==> config.mk <==
export PLATFORM = sky130hd
export DESIGN_NAME = irq_handler_slot_registry
export DESIGN_NICKNAME = d
export VERILOG_FILES = /design/src/irqhsr_pkg.sv /design/src/irqhsr_slot_mem.sv /design/src/irqhsr_precheck.sv /design/src/irqhsr_ctrl.sv /design/src/irq_handler_slot_registry.sv
export SDC_FILE = /design/constraint.sdc
export NUM_CORES = 2
export LEC_CHECK = 0
export BUFFER_PORTS_ARGS = -buffer_cell sky130_fd_sc_hd__buf_2
export CAP_MARGIN = 20
export CORE_UTILIZATION = 30
export DETAILED_ROUTE_END_ITERATION = 10
export GPL_TIMING_DRIVEN = 0
export HOLD_SLACK_MARGIN = 0.02
export PLACE_DENSITY = 0.43
export SYNTH_ARGS = -nofsm -noshare
export SYNTH_HDL_FRONTEND = slang
export SYNTH_SLANG_ARGS = --single-unit
==> constraint.sdc <==
create_clock -name clk -period 16.15 [get_ports clk]
set_input_delay 2.4225 -clock clk [delete_from_list [all_inputs] [get_ports clk]]
set_output_delay 2.4225 -clock clk [all_outputs]
set_load 0.01 [all_outputs]
==> src/irqhsr_pkg.sv <==
// irqhsr_pkg: shared types and constants for the irq handler slot registry
// payload words, slot record, status and action codes, sequencer states
// no dependencies
package irqhsr_pkg;

	localparam int MAP_SIZE = 8;

	// dynamic line numbers in order of their dynamic index
	localparam logic [7:0] DYN_MAP [MAP_SIZE] = '{
		8'd3, 8'd5, 8'd6, 8'd8, 8'd9, 8'd10, 8'd14, 8'd15
	};

	localparam int CFG_IDX_W = 2;
	localparam logic [CFG_IDX_W-1:0] CFG_QUARANTINE = 2'd0;
	localparam logic [CFG_IDX_W-1:0] CFG_ALLOWED    = 2'd1;

	localparam logic [7:0] ALLOWED_RESET = 8'h01;

	localparam logic ACT_REGISTER   = 1'b0;
	localparam logic ACT_UNREGISTER = 1'b1;

	typedef enum logic [3:0] {
		ST_OK          = 4'd0,
		ST_CONTEXT     = 4'd1,
		ST_INVALID     = 4'd2,
		ST_UNSUPPORTED = 4'd3,
		ST_BUSY        = 4'd4,
		ST_EXISTS      = 4'd5,
		ST_SHARE       = 4'd6,
		ST_FULL        = 4'd7,
		ST_NOT_FOUND   = 4'd8
	} status_t;

	typedef struct packed {
		logic        action;
		logic [7:0]  line_number;
		logic [31:0] handler_token;
		logic [31:0] argument_token;
		logic [7:0]  request_flags;
		logic        from_interrupt;
	} in_word_t;

	typedef struct packed {
		status_t    status;
		logic [1:0] slot_index;
	} out_word_t;

	typedef struct packed {
		logic        shared;
		logic [31:0] argument;
		logic [31:0] handler;
	} slot_t;

	typedef enum logic [2:0] {
		CS_IDLE,
		CS_SCAN,
		CS_DECIDE,
		CS_MOVE_RD,
		CS_MOVE_WR,
		CS_DONE
	} ctrl_state_t;

endpackage

==> src/irqhsr_slot_mem.sv <==
// irqhsr_slot_mem: slot record memory, one write port and one read port
// read data registered, valid in the cycle after the read; uses irqhsr_pkg
module irqhsr_slot_mem
	import irqhsr_pkg::*;
#(
	parameter int DEPTH = 32,
	parameter int AW    = 5
) (
	input  logic          clk,
	input  logic          we,
	input  logic [AW-1:0] waddr,
	input  slot_t         wdata,
	input  logic          re,
	input  logic [AW-1:0] raddr,
	output slot_t         rdata
);

	slot_t mem [DEPTH];
	slot_t rdata_q;

	always_ff @(posedge clk) begin
		if (we) begin
			mem[waddr] <= wdata;
		end
		if (re) begin
			rdata_q <= mem[raddr];
		end
	end

	assign rdata = rdata_q;

endmodule

==> src/irqhsr_precheck.sv <==
// irqhsr_precheck: request checks that need no slot contents
// context, range, line decode, null handler, flags, quarantine; uses irqhsr_pkg
module irqhsr_precheck
	import irqhsr_pkg::*;
#(
	parameter int EFF_LINES  = 8,
	parameter int DW         = 3,
	parameter int LINE_LIMIT = 16
) (
	input  in_word_t      req,
	input  logic [7:0]    quarantine_mask,
	input  logic [7:0]    allowed_flags,
	output logic          pass,
	output status_t       status,
	output logic [DW-1:0] dyn
);

	logic       hit;
	logic       range_bad;
	logic [2:0] qidx;

	always_comb begin
		hit = 1'b0;
		dyn = '0;
		for (int i = 0; i < EFF_LINES; i++) begin
			if (!hit && req.line_number == DYN_MAP[i]) begin
				hit = 1'b1;
				dyn = DW'(i);
			end
		end
	end

	assign range_bad = {1'b0, req.line_number} >= 9'(LINE_LIMIT);
	assign qidx      = 3'(dyn);

	always_comb begin
		status = ST_OK;
		if (req.from_interrupt) begin
			status = ST_CONTEXT;
		end else if (range_bad) begin
			status = ST_INVALID;
		end else if (!hit) begin
			status = ST_UNSUPPORTED;
		end else if (req.handler_token == '0) begin
			status = ST_INVALID;
		end else if (req.action == ACT_REGISTER) begin
			// unregister ignores flags and quarantine
			if ((req.request_flags & ~allowed_flags) != '0) begin
				status = ST_INVALID;
			end else if (quarantine_mask[qidx]) begin
				status = ST_BUSY;
			end
		end
	end

	assign pass = (status == ST_OK);

endmodule

==> src/irqhsr_ctrl.sv <==
// irqhsr_ctrl: request sequencer, fill counts and slot scan / compaction
// drives the slot memory ports; uses irqhsr_pkg
module irqhsr_ctrl
	import irqhsr_pkg::*;
#(
	parameter int EFF_LINES      = 8,
	parameter int SLOTS_PER_LINE = 4,
	parameter int DW             = 3,
	parameter int SW             = 2,
	parameter int FW             = 3,
	parameter int AW             = 5
) (
	input  logic          clk,
	input  logic          arst_n,
	input  logic          in_valid,
	output logic          in_ready,
	input  in_word_t      req,
	input  logic          pre_pass,
	input  status_t       pre_status,
	input  logic [DW-1:0] pre_dyn,
	input  logic          out_free,
	output logic          done_fire,
	output out_word_t     result,
	output logic          mem_we,
	output logic [AW-1:0] mem_waddr,
	output slot_t         mem_wdata,
	output logic          mem_re,
	output logic [AW-1:0] mem_raddr,
	input  slot_t         mem_rdata
);

	ctrl_state_t state_q, state_d;

	logic [FW-1:0] line_fill_q [EFF_LINES];

	in_word_t      req_q;
	logic [DW-1:0] d_q;
	logic [FW-1:0] n_q;
	logic [FW-1:0] iss_q;
	logic          rd_vld_s1;
	logic [SW-1:0] idx_s1;
	logic          found_q;
	logic [SW-1:0] k_q;
	logic          all_shared_q;
	logic [SW-1:0] mv_q;
	status_t       status_q;
	logic [SW-1:0] slot_q;

	logic accept;
	logic issue;
	logic match;
	logic share_bad;
	logic more_move;
	logic last_move;
	int   base;

	assign accept    = in_valid && in_ready;
	assign base      = int'(d_q) * SLOTS_PER_LINE;
	assign issue     = (state_q == CS_SCAN) && (iss_q < n_q);
	assign match     = rd_vld_s1 && mem_rdata.handler == req_q.handler_token
		&& mem_rdata.argument == req_q.argument_token;
	assign share_bad = (n_q != '0) && (!req_q.request_flags[0] || !all_shared_q);
	assign more_move = int'(k_q) + 1 < int'(n_q);
	assign last_move = int'(mv_q) + 2 >= int'(n_q);

	// next state
	always_comb begin
		state_d = state_q;
		unique case (state_q)
			CS_IDLE: begin
				if (accept) begin
					state_d = pre_pass ? CS_SCAN : CS_DONE;
				end
			end
			CS_SCAN: begin
				if (!issue && !rd_vld_s1) begin
					state_d = CS_DECIDE;
				end
			end
			CS_DECIDE: begin
				if (req_q.action == ACT_UNREGISTER && found_q && more_move) begin
					state_d = CS_MOVE_RD;
				end else begin
					state_d = CS_DONE;
				end
			end
			CS_MOVE_RD: state_d = CS_MOVE_WR;
			CS_MOVE_WR: state_d = last_move ? CS_DONE : CS_MOVE_RD;
			CS_DONE: begin
				if (out_free) begin
					state_d = CS_IDLE;
				end
			end
			default: state_d = CS_IDLE;
		endcase
	end

	// outputs and memory ports; reads and writes never touch one entry in one cycle
	always_comb begin
		in_ready  = 1'b0;
		done_fire = 1'b0;
		mem_re    = 1'b0;
		mem_raddr = AW'(base + int'(iss_q));
		mem_we    = 1'b0;
		mem_waddr = AW'(base + int'(n_q));
		mem_wdata = '{shared: req_q.request_flags[0], argument: req_q.argument_token,
			handler: req_q.handler_token};
		unique case (state_q)
			CS_IDLE: in_ready = 1'b1;
			CS_SCAN: mem_re = issue;
			CS_DECIDE: begin
				mem_we = (req_q.action == ACT_REGISTER) && !found_q && !share_bad
					&& (int'(n_q) < SLOTS_PER_LINE);
			end
			CS_MOVE_RD: begin
				mem_re    = 1'b1;
				mem_raddr = AW'(base + int'(mv_q) + 1);
			end
			CS_MOVE_WR: begin
				mem_we    = 1'b1;
				mem_waddr = AW'(base + int'(mv_q));
				mem_wdata = mem_rdata;
			end
			CS_DONE: done_fire = out_free;
			default: ;
		endcase
	end

	assign result = '{status: status_q, slot_index: 2'(slot_q)};

	always_ff @(posedge clk or negedge arst_n) begin
		if (!arst_n) begin
			state_q      <= CS_IDLE;
			rd_vld_s1    <= 1'b0;
			found_q      <= 1'b0;
			all_shared_q <= 1'b1;
			iss_q        <= '0;
			status_q     <= ST_OK;
			slot_q       <= '0;
			for (int i = 0; i < EFF_LINES; i++) begin
				line_fill_q[i] <= '0;
			end
		end else begin
			state_q   <= state_d;
			rd_vld_s1 <= issue;
			if (accept) begin
				found_q      <= 1'b0;
				all_shared_q <= 1'b1;
				iss_q        <= '0;
				status_q     <= pre_status;
				slot_q       <= '0;
			end
			if (issue) begin
				iss_q <= iss_q + 1'b1;
			end
			if (rd_vld_s1) begin
				if (match && !found_q) begin
					found_q <= 1'b1;
				end
				if (!mem_rdata.shared) begin
					all_shared_q <= 1'b0;
				end
			end
			if (state_q == CS_DECIDE) begin
				if (req_q.action == ACT_REGISTER) begin
					if (found_q) begin
						status_q <= ST_EXISTS;
					end else if (share_bad) begin
						status_q <= ST_SHARE;
					end else if (int'(n_q) >= SLOTS_PER_LINE) begin
						status_q <= ST_FULL;
					end else begin
						status_q        <= ST_OK;
						slot_q          <= SW'(n_q);
						line_fill_q[d_q] <= n_q + 1'b1;
					end
				end else if (!found_q) begin
					status_q <= ST_NOT_FOUND;
				end else begin
					status_q        <= ST_OK;
					slot_q          <= k_q;
					line_fill_q[d_q] <= n_q - 1'b1;
				end
			end
		end
	end

	// payload registers
	always_ff @(posedge clk) begin
		if (accept) begin
			req_q <= req;
			d_q   <= pre_dyn;
			n_q   <= line_fill_q[pre_dyn];
		end
		idx_s1 <= iss_q[SW-1:0];
		if (rd_vld_s1 && match && !found_q) begin
			k_q <= idx_s1;
		end
		if (state_q == CS_DECIDE) begin
			mv_q <= k_q;
		end else if (state_q == CS_MOVE_WR) begin
			mv_q <= mv_q + 1'b1;
		end
	end

endmodule

==> src/irq_handler_slot_registry.sv <==
// irq_handler_slot_registry: top level of the shared interrupt handler table
// holds the configuration registers and the result register
// uses irqhsr_pkg, irqhsr_precheck, irqhsr_ctrl, irqhsr_slot_mem
//
// channels: req (in_valid/in_ready) carries one register or unregister word,
// res (out_valid/out_ready) returns one status word per request, and
// cfg (cfg_valid/cfg_ready, always ready) writes quarantine_mask (index 0)
// or allowed_flags (index 1); other indices are ignored.
// one request is worked at a time; in_ready is high only while idle.
// a request refused by the early checks skips the slot scan and goes straight to the done state.
// otherwise, with n the line's fill count and k the matching slot, the request
// scans the n filled slots, then decides, and on unregister moves each of the
// n - k - 1 later entries down one slot. the scan uses the single read port
// of the slot memory, walked one slot a cycle, and each compaction move is a
// read then a write.
// reset empties every line (fill counts zero), clears quarantine_mask and sets
// allowed_flags to 1; slot contents need no clearing.
// a stalled result waits in the output register; the next request is taken
// meanwhile and held at its end until the register frees.
module irq_handler_slot_registry
	import irqhsr_pkg::*;
#(
	parameter int DYN_LINES      = 8,
	parameter int SLOTS_PER_LINE = 4,
	parameter int LINE_LIMIT     = 16
) (
	input  logic                 clk,
	input  logic                 arst_n,
	input  logic                 in_valid,
	output logic                 in_ready,
	input  in_word_t             req,
	output logic                 out_valid,
	input  logic                 out_ready,
	output out_word_t            res,
	input  logic                 cfg_valid,
	output logic                 cfg_ready,
	input  logic [CFG_IDX_W-1:0] cfg_index,
	input  logic [7:0]           cfg_data
);

	localparam int EFF_LINES = (DYN_LINES < MAP_SIZE) ? DYN_LINES : MAP_SIZE;
	localparam int DEPTH     = EFF_LINES * SLOTS_PER_LINE;
	localparam int DW        = (EFF_LINES > 1) ? $clog2(EFF_LINES) : 1;
	localparam int SW        = (SLOTS_PER_LINE > 1) ? $clog2(SLOTS_PER_LINE) : 1;
	localparam int FW        = $clog2(SLOTS_PER_LINE + 1);
	localparam int AW        = (DEPTH > 1) ? $clog2(DEPTH) : 1;

	logic [7:0] quarantine_mask_q;
	logic [7:0] allowed_flags_q;

	logic          pre_pass;
	status_t       pre_status;
	logic [DW-1:0] pre_dyn;

	logic      out_valid_q;
	out_word_t out_q;
	logic      out_free;
	logic      done_fire;
	out_word_t result;

	logic          mem_we;
	logic [AW-1:0] mem_waddr;
	slot_t         mem_wdata;
	logic          mem_re;
	logic [AW-1:0] mem_raddr;
	slot_t         mem_rdata;

	assign cfg_ready = 1'b1;

	always_ff @(posedge clk or negedge arst_n) begin
		if (!arst_n) begin
			quarantine_mask_q <= '0;
			allowed_flags_q   <= ALLOWED_RESET;
		end else if (cfg_valid && cfg_ready) begin
			unique case (cfg_index)
				CFG_QUARANTINE: quarantine_mask_q <= cfg_data;
				CFG_ALLOWED:    allowed_flags_q   <= cfg_data;
				default: ;
			endcase
		end
	end

	irqhsr_precheck #(
		.EFF_LINES  (EFF_LINES),
		.DW         (DW),
		.LINE_LIMIT (LINE_LIMIT)
	) u_precheck (
		.req             (req),
		.quarantine_mask (quarantine_mask_q),
		.allowed_flags   (allowed_flags_q),
		.pass            (pre_pass),
		.status          (pre_status),
		.dyn             (pre_dyn)
	);

	irqhsr_ctrl #(
		.EFF_LINES      (EFF_LINES),
		.SLOTS_PER_LINE (SLOTS_PER_LINE),
		.DW             (DW),
		.SW             (SW),
		.FW             (FW),
		.AW             (AW)
	) u_ctrl (
		.clk        (clk),
		.arst_n     (arst_n),
		.in_valid   (in_valid),
		.in_ready   (in_ready),
		.req        (req),
		.pre_pass   (pre_pass),
		.pre_status (pre_status),
		.pre_dyn    (pre_dyn),
		.out_free   (out_free),
		.done_fire  (done_fire),
		.result     (result),
		.mem_we     (mem_we),
		.mem_waddr  (mem_waddr),
		.mem_wdata  (mem_wdata),
		.mem_re     (mem_re),
		.mem_raddr  (mem_raddr),
		.mem_rdata  (mem_rdata)
	);

	irqhsr_slot_mem #(
		.DEPTH (DEPTH),
		.AW    (AW)
	) u_slot_mem (
		.clk   (clk),
		.we    (mem_we),
		.waddr (mem_waddr),
		.wdata (mem_wdata),
		.re    (mem_re),
		.raddr (mem_raddr),
		.rdata (mem_rdata)
	);

	// output word register
	assign out_free = !out_valid_q || out_ready;

	always_ff @(posedge clk or negedge arst_n) begin
		if (!arst_n) begin
			out_valid_q <= 1'b0;
		end else if (done_fire) begin
			out_valid_q <= 1'b1;
		end else if (out_ready) begin
			out_valid_q <= 1'b0;
		end
	end

	always_ff @(posedge clk) begin
		if (done_fire) begin
			out_q <= result;
		end
	end

	assign out_valid = out_valid_q;
	assign res       = out_q;

	a_done_needs_room: assert property (@(posedge clk) disable iff (!arst_n)
		done_fire |-> (!out_valid_q || out_ready))
		else $error("result loaded over a word not yet taken");

	a_one_at_a_time: assert property (@(posedge clk) disable iff (!arst_n)
		(in_valid && in_ready) |=> !in_ready)
		else $error("request taken while another is in work");

	a_slot_zero_on_fail: assert property (@(posedge clk) disable iff (!arst_n)
		(out_valid && res.status != ST_OK) |-> res.slot_index == 2'd0)
		else $error("slot index set on a refused request");

	a_no_write_while_read_same: assert property (@(posedge clk) disable iff (!arst_n)
		(mem_we && mem_re) |-> mem_waddr != mem_raddr)
		else $error("slot memory read and write collide");

endmodule

Word level (Yosys, flattened, before mapping). Memories as Yosys holds them, arrays and structs flattened. A register that Yosys moved wholly into a read port is not among the register bits. Index checks and enable logic that the tools add are counted.

Register bits after elaboration: 140. RAM bits: 2080. Input bits: 97. Logic and storage cells: 208. Memories: 1.

Memories: u_slot_mem.mem (depth 32, bits a word 65, read ports 1, clocked after Yosys merged registers in 1, wr ports 1, RTL line irqhsr_slot_mem.sv:18) `slot_t mem [DEPTH];`.

Add/sub/neg operators: 10. Magnitude comparators: 10. Eq/ne operators: 23. Mux-type cells: 78. Bitwise operators: 5. Reduce and logical (&&, ||, !) cells: 52.

Operators by type and width (number): 2-to-1 mux 24 bit (5); 2-to-1 mux 65 bit (1); == test 32 bit (2); 2-to-1 mux 3 bit (17); bitwise mux 24 bit (2); 2-to-1 mux 4 bit (12); == test 8 x 4 -> 1 bit (second input constant) (5); greater-or-equal comparator 32 x 4 -> 1 bit (1); zero test 32 bit (1); < comparator 32 x 4 -> 1 bit (1); logical AND 1 bit (22); 2-to-1 mux 1 bit (22); 2-to-1 mux 2 bit (11); one-hot mux 3 bit (6 select lines) (1); == test 8 x 3 -> 1 bit (second input constant) (2); zero test 1 bit (14); adder 5 x 3 -> 5 bit (2); 2-to-1 mux 5 bit (2); inequality test 2 x 1 -> 1 bit (second input constant) (5); binary-select mux 3 bit (select 3 bit) (1); demux 3 bit (select 3 bit) (1); AND 8 bit (1); == test 8 x 2 -> 1 bit (second input constant) (1); greater-or-equal comparator 4 bit (second input constant) (2); other kinds (33) (44).

Depth between registers and ports, before layout.
Depth in word-level cells: 36. Mapped depth: 12.

Modules after synthesis. From an unflattened synthesis, not the netlist that was laid out.

Cells, all modules: 3880. Area total of the unflattened synthesis: 88546.2 µm².

By module, submodules not included: irqhsr_slot_mem (instances 1, cells an instance 3147, area an instance 80840.0 µm², seq. area each 64411.8 µm²); irqhsr_ctrl (instances 1, cells an instance 610, area an instance 6316.1 µm², seq. area each 3299.4 µm²); irq_handler_slot_registry (instances 1, cells an instance 45, area an instance 840.8 µm², seq. area each 606.8 µm²); irqhsr_precheck (instances 1, cells an instance 78, area an instance 549.3 µm², seq. area each 0.0 µm²).

Least setup slack after synthesis. No wires, ideal clock.

Path kind: flip-flop to flip-flop. From: register u_ctrl.n_q[0]. To: memory u_slot_mem.mem[23][0] in the netlist's numbering (enable). Data arrival time: 4621 ps. Data required time: 15662 ps. Path slack: 11041 ps. Cell stages (with the launch flop): 11. Cells stage by stage: edfxtp_1 clkbuf_1 inv_1 ha_1 a21oi_1 nor2_1 and4_1 o21ai_0 o2bb2a_1 clkbuf_1 nor2_1.

Cells in the longest elaborated chain, start to end: 8. Elaborated cells on any way between the ends: 11.

RTL lines: start, declared (RTL line irqhsr_ctrl.sv:38) `logic [FW-1:0] n_q;`; start signal, assigned (RTL line irqhsr_ctrl.sv:193) `n_q <= line_fill_q[pre_dyn];`; parallel branches: the longest is 8 deep, another holds < comparator 3 bit; end, declared (RTL line irqhsr_slot_mem.sv:18).

Several ways; the timed one is not identified.

Worst setup path after layout.
From: register u_ctrl.mv_q[0]. To: register u_slot_mem.rdata[48] (netlist name).

Cells in the longest elaborated chain, start to end: 3.

RTL lines: start, declared (RTL line irqhsr_ctrl.sv:45) `logic [SW-1:0] mv_q;`; start signal, assigned (RTL line irqhsr_ctrl.sv:200) `mv_q <= k_q;`; start signal, assigned (RTL line irqhsr_ctrl.sv:202) `mv_q <= mv_q + 1'b1;`; adder 5 x 2 -> 5 bit (2 in a row) (RTL line irqhsr_ctrl.sv:117) `mem_raddr = AW'(base + int'(mv_q) + 1);`; 2-to-1 mux 5 bit (RTL line irqhsr_ctrl.sv:108) `unique case (state_q)`.

Every way passes these cells. A chain may end at the register's enable or synchronous reset.

==> out/qor.csv <==
metric,value,unit
Nets,7251,
first-pass GRT wire length,451000,um
"Seq/Total Area, Yosys",0.753,
Avg Inst Size Synth,13.7,um^2
CTS Buf Count,267,
clk root buf,clkbuf_16,
Final ANT Viol Nets,0,
setup repair bufs after CTS,0,
Min-Delay Path Depth,0,
HP Start,u_ctrl.idx_s1[1]$_DFF_P_,
"EDFF count, synth",2227,
fillers,28800,
H-Tree Depth,5,
PwrDens,197,nW/um^2
outcome,completed,
Tot Pwr,21.3,mW
worst clock skew,0.0511,ns
Synth cell types,68,
Cells after Synth,6609,
syn nets,6726,
DP HPWL,233000,um
synthesis-to-finish area growth,19.2,%
vias in the first global route,56200,
leakage power,36.6,nW
final worst-path cycle share,0.316,
clk sinks,2285,
Slew @ Worst Pin,1.19,ns
Worst setup SP type,register,
reg2reg path depth,11,
endpoints failing hold,0,
grt ovf,0,
final setup vio count,0,
core box area,301000,um^2
vias per inst,5.15,
DIE AREA,305000,um^2
final slew viol count,0,
die height,552,um
Pre-antenna DRT Iters,6,
TNS Setup,0,ns
WP data arrival,5.68,ns
Yosys reg bits,2285,
Max Cap Viol,0,
Critical-path top delay cell,nor2_4,
"wirelength, routed",327000,um
Longest Clk Path Bufs,4,
row count,201,
r2r startpoint,u_ctrl.mv_q[0]$_DFFE_PP_,
Worst-Skew Late Latency,0.87,ns
Worst-path clk slew,0.06,ns
Mapped Area,90800,um^2
IO Pins,106,
f_max,196,MHz
Worst Path Required,16.72,ns
CP peak stage delay,0.89,ns
initial cell density of the core,0.302,
Max IR drop VDD,116,uV
global-route usage over all layers,0.209,
Synth Warn #,0,
Max transition margin,0.204,
largest net degree at the start of global routing,57,
Register-to-Register Setup Slack,11.04,ns
Worst Hold End,u_ctrl.k_q[1]$_DFFE_PP_,
number of I/O port buffers,103,
DIE WIDTH,552,um
GPL Wtd Cong,0.829,
crit-path cells,ha_1 -> mux2_1 -> buf_2 -> buf_4 -> nor2_4 -> buf_4 -> clkbuf_1 -> nand3_1 -> a31oi_1 -> nor4_1 -> buf_2,
vias,58200,
Worst Hold Slack,0.404,ns
CP Max Fanout,11,
DRC viols,0,
Post-CTS Hold Buffers,0,
WL per Instance,28.9,um
DRT iter0 DRCs,5691,
Worst R2R End,u_slot_mem.rdata[48]$_DFFE_PP_,
Hold/Removal Path Class,reg -> reg,
CTS tree,built,
ys flop type,edfxtp_1,
Setup crit start,u_ctrl.mv_q[0]$_DFFE_PP_,
CP Capture Type,register,
post-CTS sizing,0,
share of cells above drive strength 1,0.130,
minimum clock period,5.11,ns
initial antenna violation count,24,
RSZ-0062 raised after global routing,false,
critical setup path kind,reg -> reg,
ys async rst share,0.0245,
logic make-up (layout without fill, tap and decap cells):
family                     Yosys count  count (layout)  synth area share
adders and majority gates           20              20           0.00276
buffers and inverters              453            1175            0.0239
AOI/OAI and AO/OA                  644             644            0.0548
other                                1              17         0.0000413
muxes                              176             176            0.0201
DFF                               2285            2285             0.753
xor gates and xnor gates            69              69           0.00666
and+or+nand+nor                   2961            2961             0.139
routing by layer:
metal,up-vias,global-route usage,routed length [um]
met5,-,0,52
met4,8,0.0771,11900
met3,426,0.0341,22900
met2,2210,0.342,154000
met1,29800,0.280,138000
li1,25800,-,-
Yosys cell counts (10+ instances only):
library cell,instances,area (um^2)
nor4_1,76,475
mux2i_1,138,1380
xor2_1,12,105
nand3b_1,10,75.1
edfxtp_1,2227,66900
dfrtp_1,54,1350
nor3_1,78,390
nand3_1,436,2180
xnor2_1,57,499
and3_1,192,1200
a32oi_1,129,1130
buf_1,10,37.5
a21oi_1,41,205
a31oi_1,132,826
nor2_1,71,267
buf_2,199,996
o21ai_0,32,160
a311oi_1,249,2180
nand2_1,2047,7680
nand4_1,16,100
a221oi_1,10,87.6
buf_6,16,180
inv_1,32,120
ha_1,20,250
mux2_2,34,383
buf_4,26,195
clkbuf_1,170,638
sequential cells by signal, indices dropped and copies added, names as in the netlist, 3 cells and up, named ones only:
signal and flops:
res 6, u_ctrl.n_q 3, u_slot_mem.rdata 65, u_ctrl.status_q 4, u_slot_mem.mem 2080, u_ctrl.req_q 66
u_ctrl.line_fill_q 16, quarantine_mask_q 8, u_ctrl.state_q 3, u_ctrl.d_q 3, u_ctrl.iss_q 3, allowed_flags_q 8
how the worst max path moves through the flow:
stage,endpoint,depth (start not counted)
after global placement,u_slot_mem.mem[20][31]$_DFFE_PP_,9
after CTS,u_slot_mem.rdata[39]$_DFFE_PP_,10
after floorplan,u_slot_mem.mem[23][0]$_DFFE_PP_,10
after global routing,u_slot_mem.rdata[8]$_DFFE_PP_,10
after detailed placement,u_ctrl.state_q[2]$_DFFE_PN0P_,8
final,u_slot_mem.rdata[48]$_DFFE_PP_,11
final cells by class:
class / instances / area (um^2) / area share
Tap cell: 3958 / 4950 / 0.0458
Antenna cell: 16 / 40.0 / 0.000370
Sequential cell: 2285 / 68300 / 0.631
Clock buffer: 330 / 7120 / 0.0658
Inverter: 32 / 123 / 0.00113
Buffer: 421 / 2050 / 0.0189
Multi-Input combinational cell: 3871 / 20700 / 0.191
Clock inverter: 136 / 1170 / 0.0108
Timing Repair Buffer: 256 / 3750 / 0.0346
stage by stage:
| step | instances | cell area, um^2 | setup slack (ns) | util |
|---|---|---|---|---|
| finish | 11300 | 108000 | 11.04 | 0.360 |
| global route | 11300 | 108000 | 10.94 | 0.360 |
| CTS | 11300 | 107000 | 11.08 | 0.357 |
| detailed placement | 10800 | 99100 | 11.07 | 0.330 |
| global placement | 10700 | 96200 | 5.15 | 0.320 |
| floorplan | 6609 | 90800 | 11.04 | - |
cells in the final DEF (no fill, tap or decap), types with 57 or more instances in the layout:
cell	Yosys	final
nand2_1	2047	2046
nor3_1	78	78
a31oi_1	132	132
nand3_1	436	436
edfxtp_1	2227	2227
clkbuf_1	170	221
clkinv_1	0	57
buf_2	199	302
buf_12	0	85
clkbuf_16	0	276
mux2i_1	138	138
a311oi_1	249	249
and3_1	192	192
nor4_1	76	73
xnor2_1	57	57
a32oi_1	129	129
worst max-delay path: cells and delay by family (launching register included):
kind | cells | cell delay [ns]
adder cells (fa/ha/maj) | 1 | 0.52
flip-flops | 1 | 0.51
buffers and inverters | 5 | 2.07
multiplexers | 1 | 0.35
AO/OA/AOI/OAI | 1 | 0.18
AND/OR/NAND/NOR | 3 | 1.12
report_power, final:
part	total, mW	internal (mW)	leakage [nW]	switching (mW)
Sequential	7.85	7.63	20.8	0.220
Combinational	7.62	1.93	11.7	5.70
Clock	5.86	3.42	4.05	2.45
Total	21.3	13.0	36.6	8.36
(Power assumes the default switching activity.)
